--- src/dges_ram.sv ---
// Generic simple dual-port synchronous RAM with one write port and a registered read port.
module dges_ram #(
    parameter int WIDTH = 8,
    parameter int DEPTH = 16
) (
    input  logic                     clk,
    input  logic                     we,
    input  logic [$clog2(DEPTH)-1:0] waddr,
    input  logic [WIDTH-1:0]         wdata,
    input  logic [$clog2(DEPTH)-1:0] raddr,
    output logic [WIDTH-1:0]         rdata
);
    logic [WIDTH-1:0] mem [DEPTH];

    always_ff @(posedge clk)
    begin
        if (we)
        begin
            mem[waddr] <= wdata;
        end
        rdata <= mem[raddr];
    end
endmodule

--- config.mk ---
export PLATFORM = sky130hd
export DESIGN_NAME = dges_ram
export DESIGN_NICKNAME = d
export VERILOG_FILES = /design/src/dges_ram.sv
export SDC_FILE = /design/constraint.sdc
export NUM_CORES = 1
export LEC_CHECK = 0
export BUFFER_PORTS_ARGS = -buffer_cell sky130_fd_sc_hd__clkbuf_2
export CAP_MARGIN = 5
export CORE_ASPECT_RATIO = 0.5
export CORE_MARGIN = 2
export CORE_UTILIZATION = 45
export CTS_BUF_LIST = sky130_fd_sc_hd__clkbuf_8
export DETAILED_ROUTE_END_ITERATION = 8
export SLEW_MARGIN = 30
export SYNTH_ARGS = -nofsm -noshare
export SYNTH_HDL_FRONTEND = slang
export SYNTH_SLANG_ARGS = --single-unit
--- constraint.sdc ---
create_clock -name clk -period 2.1 [get_ports clk]
set_input_delay 0.42 -clock clk [delete_from_list [all_inputs] [get_ports clk]]
set_output_delay 0.42 -clock clk [all_outputs]
set_load 0.05 [all_outputs]
==> summary.md <==
| Metric | Value |
|---|---|
| Internal power | 0.00447 W |
| Worst-skew pair later-pin latency | 430 ps |
| Cells after synthesis | 229 |
| Cell Rows | 27 |
| Final Hold Fails | 0 |
| DRT iter0 DRCs | 224 |
| CTS tree | built |
| Top-count cell post-synth | edfxtp_1 |
| Num CTS Buffers | 17 |
| Peak supply drop | 0.416 mV |
| Layout fillers | 859 |
| P_sw | 0.00121 W |
| Critical Path RT | 1680 ps |
| Post-DR vias/cell | 5.76 |
| Setup crit end kind | output pin |
| Crit path kind | flop to output pin |
| Worst-Margin Slew | 408 ps |
| Die H | 79.6 um |
| Routability congestion estimate | 0.803 |
| Die W | 155 um |
| Largest area contributor in the synthesized netlist | edfxtp_1 |
| Post-layout total power | 0.00568 W |
| Post-synthesis sequential area ratio | 77.8% |
| Vias in the first global route | 2,615 |
| Cts repair resizes | 0 |
| CTS clk-pin slew, worst paths | 70 ps |
| Post-synth net total | 247 |
| EDFF count, synth | 128 |
| Core Util, Final | 54.0% |
| Final max-slew violation count | 0 |
| CP Buf/Inv Count | 1 |
| Clk network pwr share | 40.0% |
| Sw frac | 21.4% |
| Synthesized cell area | 5150 um^2 |
| FMAX | 0.641 GHz |
| Reg2reg setup slack | 690 ps |
| Commonest cells post-synth | edfxtp_1, mux4_2, a22oi_1 |
| Post-CTS Setup Repair Bufs | 0 |
| DP Worst Slack | 148 ps |
| Cell Pwr Density | 950 nW/um^2 |
| First-pass GRT wire length | 16,000 um |
| Post-synth cell types | 19 |
| TNS Setup | 0 ps |
| Fin crit share | 74.3% |
| Sequential share of power | 53.8% |
| Multi-input logic area | 1060 um^2 |
| Status | complete, no violations |
| Htree depth | 4 |
| Crit path cell chain | clkbuf_2 |
| Die ar. | 12,400 um^2 |
| Top cells by area, synth | edfxtp_1, mux4_2, mux4_1 |
| Max clock buf depth | 2 |
| # IOs | 26 |
| Core area | 11,100 um^2 |
| Area Overhead vs Synth | 16.2% |
| # diodes | 0 |
| Crit-path max cell delay | 400 ps |
| Yosys top cell area share | 74.7% |
| Post-DRT Antenna Nets | 0 |
| Routed WL per cell | 24.2 um |
| Port buffer count | 25 |
| Hold slack final | 447 ps |
| #FFs+latches synth | 136 |
| Register area | 4000 um^2 |
| Via count | 2,544 |
| Relative slew slack | 72.8% |
| Drt total wl | 10,700 um |
| Fin crit period | 1560 ps |
| Initial core utilization | 46.5% |
| Data arrival time of the worst path | 1140 ps |
| Hold/Removal Path Class | input pin to flop |
| Combinational Power Share | 6.2% |
| Pleak | 2.03 nW |
| Clk sinks | 136 |
| Initial antenna violation count | 0 |
| Async SR Flop Fraction | 0% |
| Crit-path leading delay family | flip-flops |
| Top_reg_cell synth | edfxtp_1 |
| CP Max Fanout | 1 |
| Overall Global Routing Usage | 18.8% |
| Hold Buf Count CTS | 0 |
| Drt pass-1 iters | 5 |
| Post-route worst setup slack | 539 ps |
| Slowest CP cell | dfxtp_1 |
| CTS Root Cell | clkbuf_8 |
| Setup crit start kind | flop |
| Share of post-route cells with drive strength above 1 | 32.0% |
| Max-Cap Viols | 0 |
| DRC | 0 |
| Unrepaired setup endpoints after global routing | false |
| Endpoints failing setup | 0 |
| Final #Nets | 302 |
| Fin Clk Skew | 9.51 ps |
| Largest net degree at the start of global routing | 27 |
| Hpwl dp | 6630 um |
| Global route overflow | 0 |
| Mapped Avg Cell Area | 22.5 um^2 |
| Ys Warns | 0 |
-- per-stage QoR --
stage	instances	cell area, um^2
final	442	5980
after global routing	442	5980
after CTS	442	5980
after detailed placement	410	5550
after global placement	410	5550
after floorplan	229	5150
-- cells by family after synthesis --
group                  synth area share, %
AO/OA/AOI/OAI                         2.33
buffers and inverters                 1.68
flip-flops                            77.8
multiplexers                          15.0
AND/OR/NAND/NOR                       3.18
-- metal layers --
layer | GRT usage [%] | up-vias | wire length (um)
met5 | 0 | - | 0
met4 | 4.13 | 0 | 68
met3 | 7.06 | 6 | 674
met2 | 30.2 | 75 | 5140
met1 | 25.0 | 1379 | 4800
li1 | - | 1084 | -
-- final timing paths --
kind | from | end | cells after the start
min reg2reg | mem[4][2] | rdata[2] | 3
max | rdata[6] | rdata[6] | 1
max reg2reg | mem[1][5] | rdata[5] | 3
min | wdata[2] | mem[10][2] | 1
-- layout by cell type, fill, tap and decap left out, drive strengths merged, types with 2 or more instances in the layout --
master	count
clkinvlp	4
nand2b	2
nor2	13
clkbuf	43
buf	21
a22oi	16
nor3	4
mux4	32
nand2	9
edfxtp	128
nand3b	2
bufinv	4
clkinv	5
dfxtp	8
-- sequential cells by signal, indices dropped and copies added (netlist names) --
signal,cells
rdata,8
mem,128
-- power by group through the flow --
stage	registers, W	clock network [W]	logic, W
floorplan	0.00317	0	0.000154
global placement	0.00311	0	0.000342
detailed placement	0.00312	0	0.000352
CTS	0.00306	0.00231	0.000354
global route	0.00306	0.00243	0.000375
finish	0.00306	0.00227	0.000351
-- cell type report --
type	count	share of cell area, %
Sequential cell	136	67.0
Multi-Input combinational cell	83	17.7
Timing Repair Buffer	46	5.15
Clock buffer	18	4.14
Clock inverter	14	3.03
Tap cell	145	3.03
(Power assumes the default switching activity.)
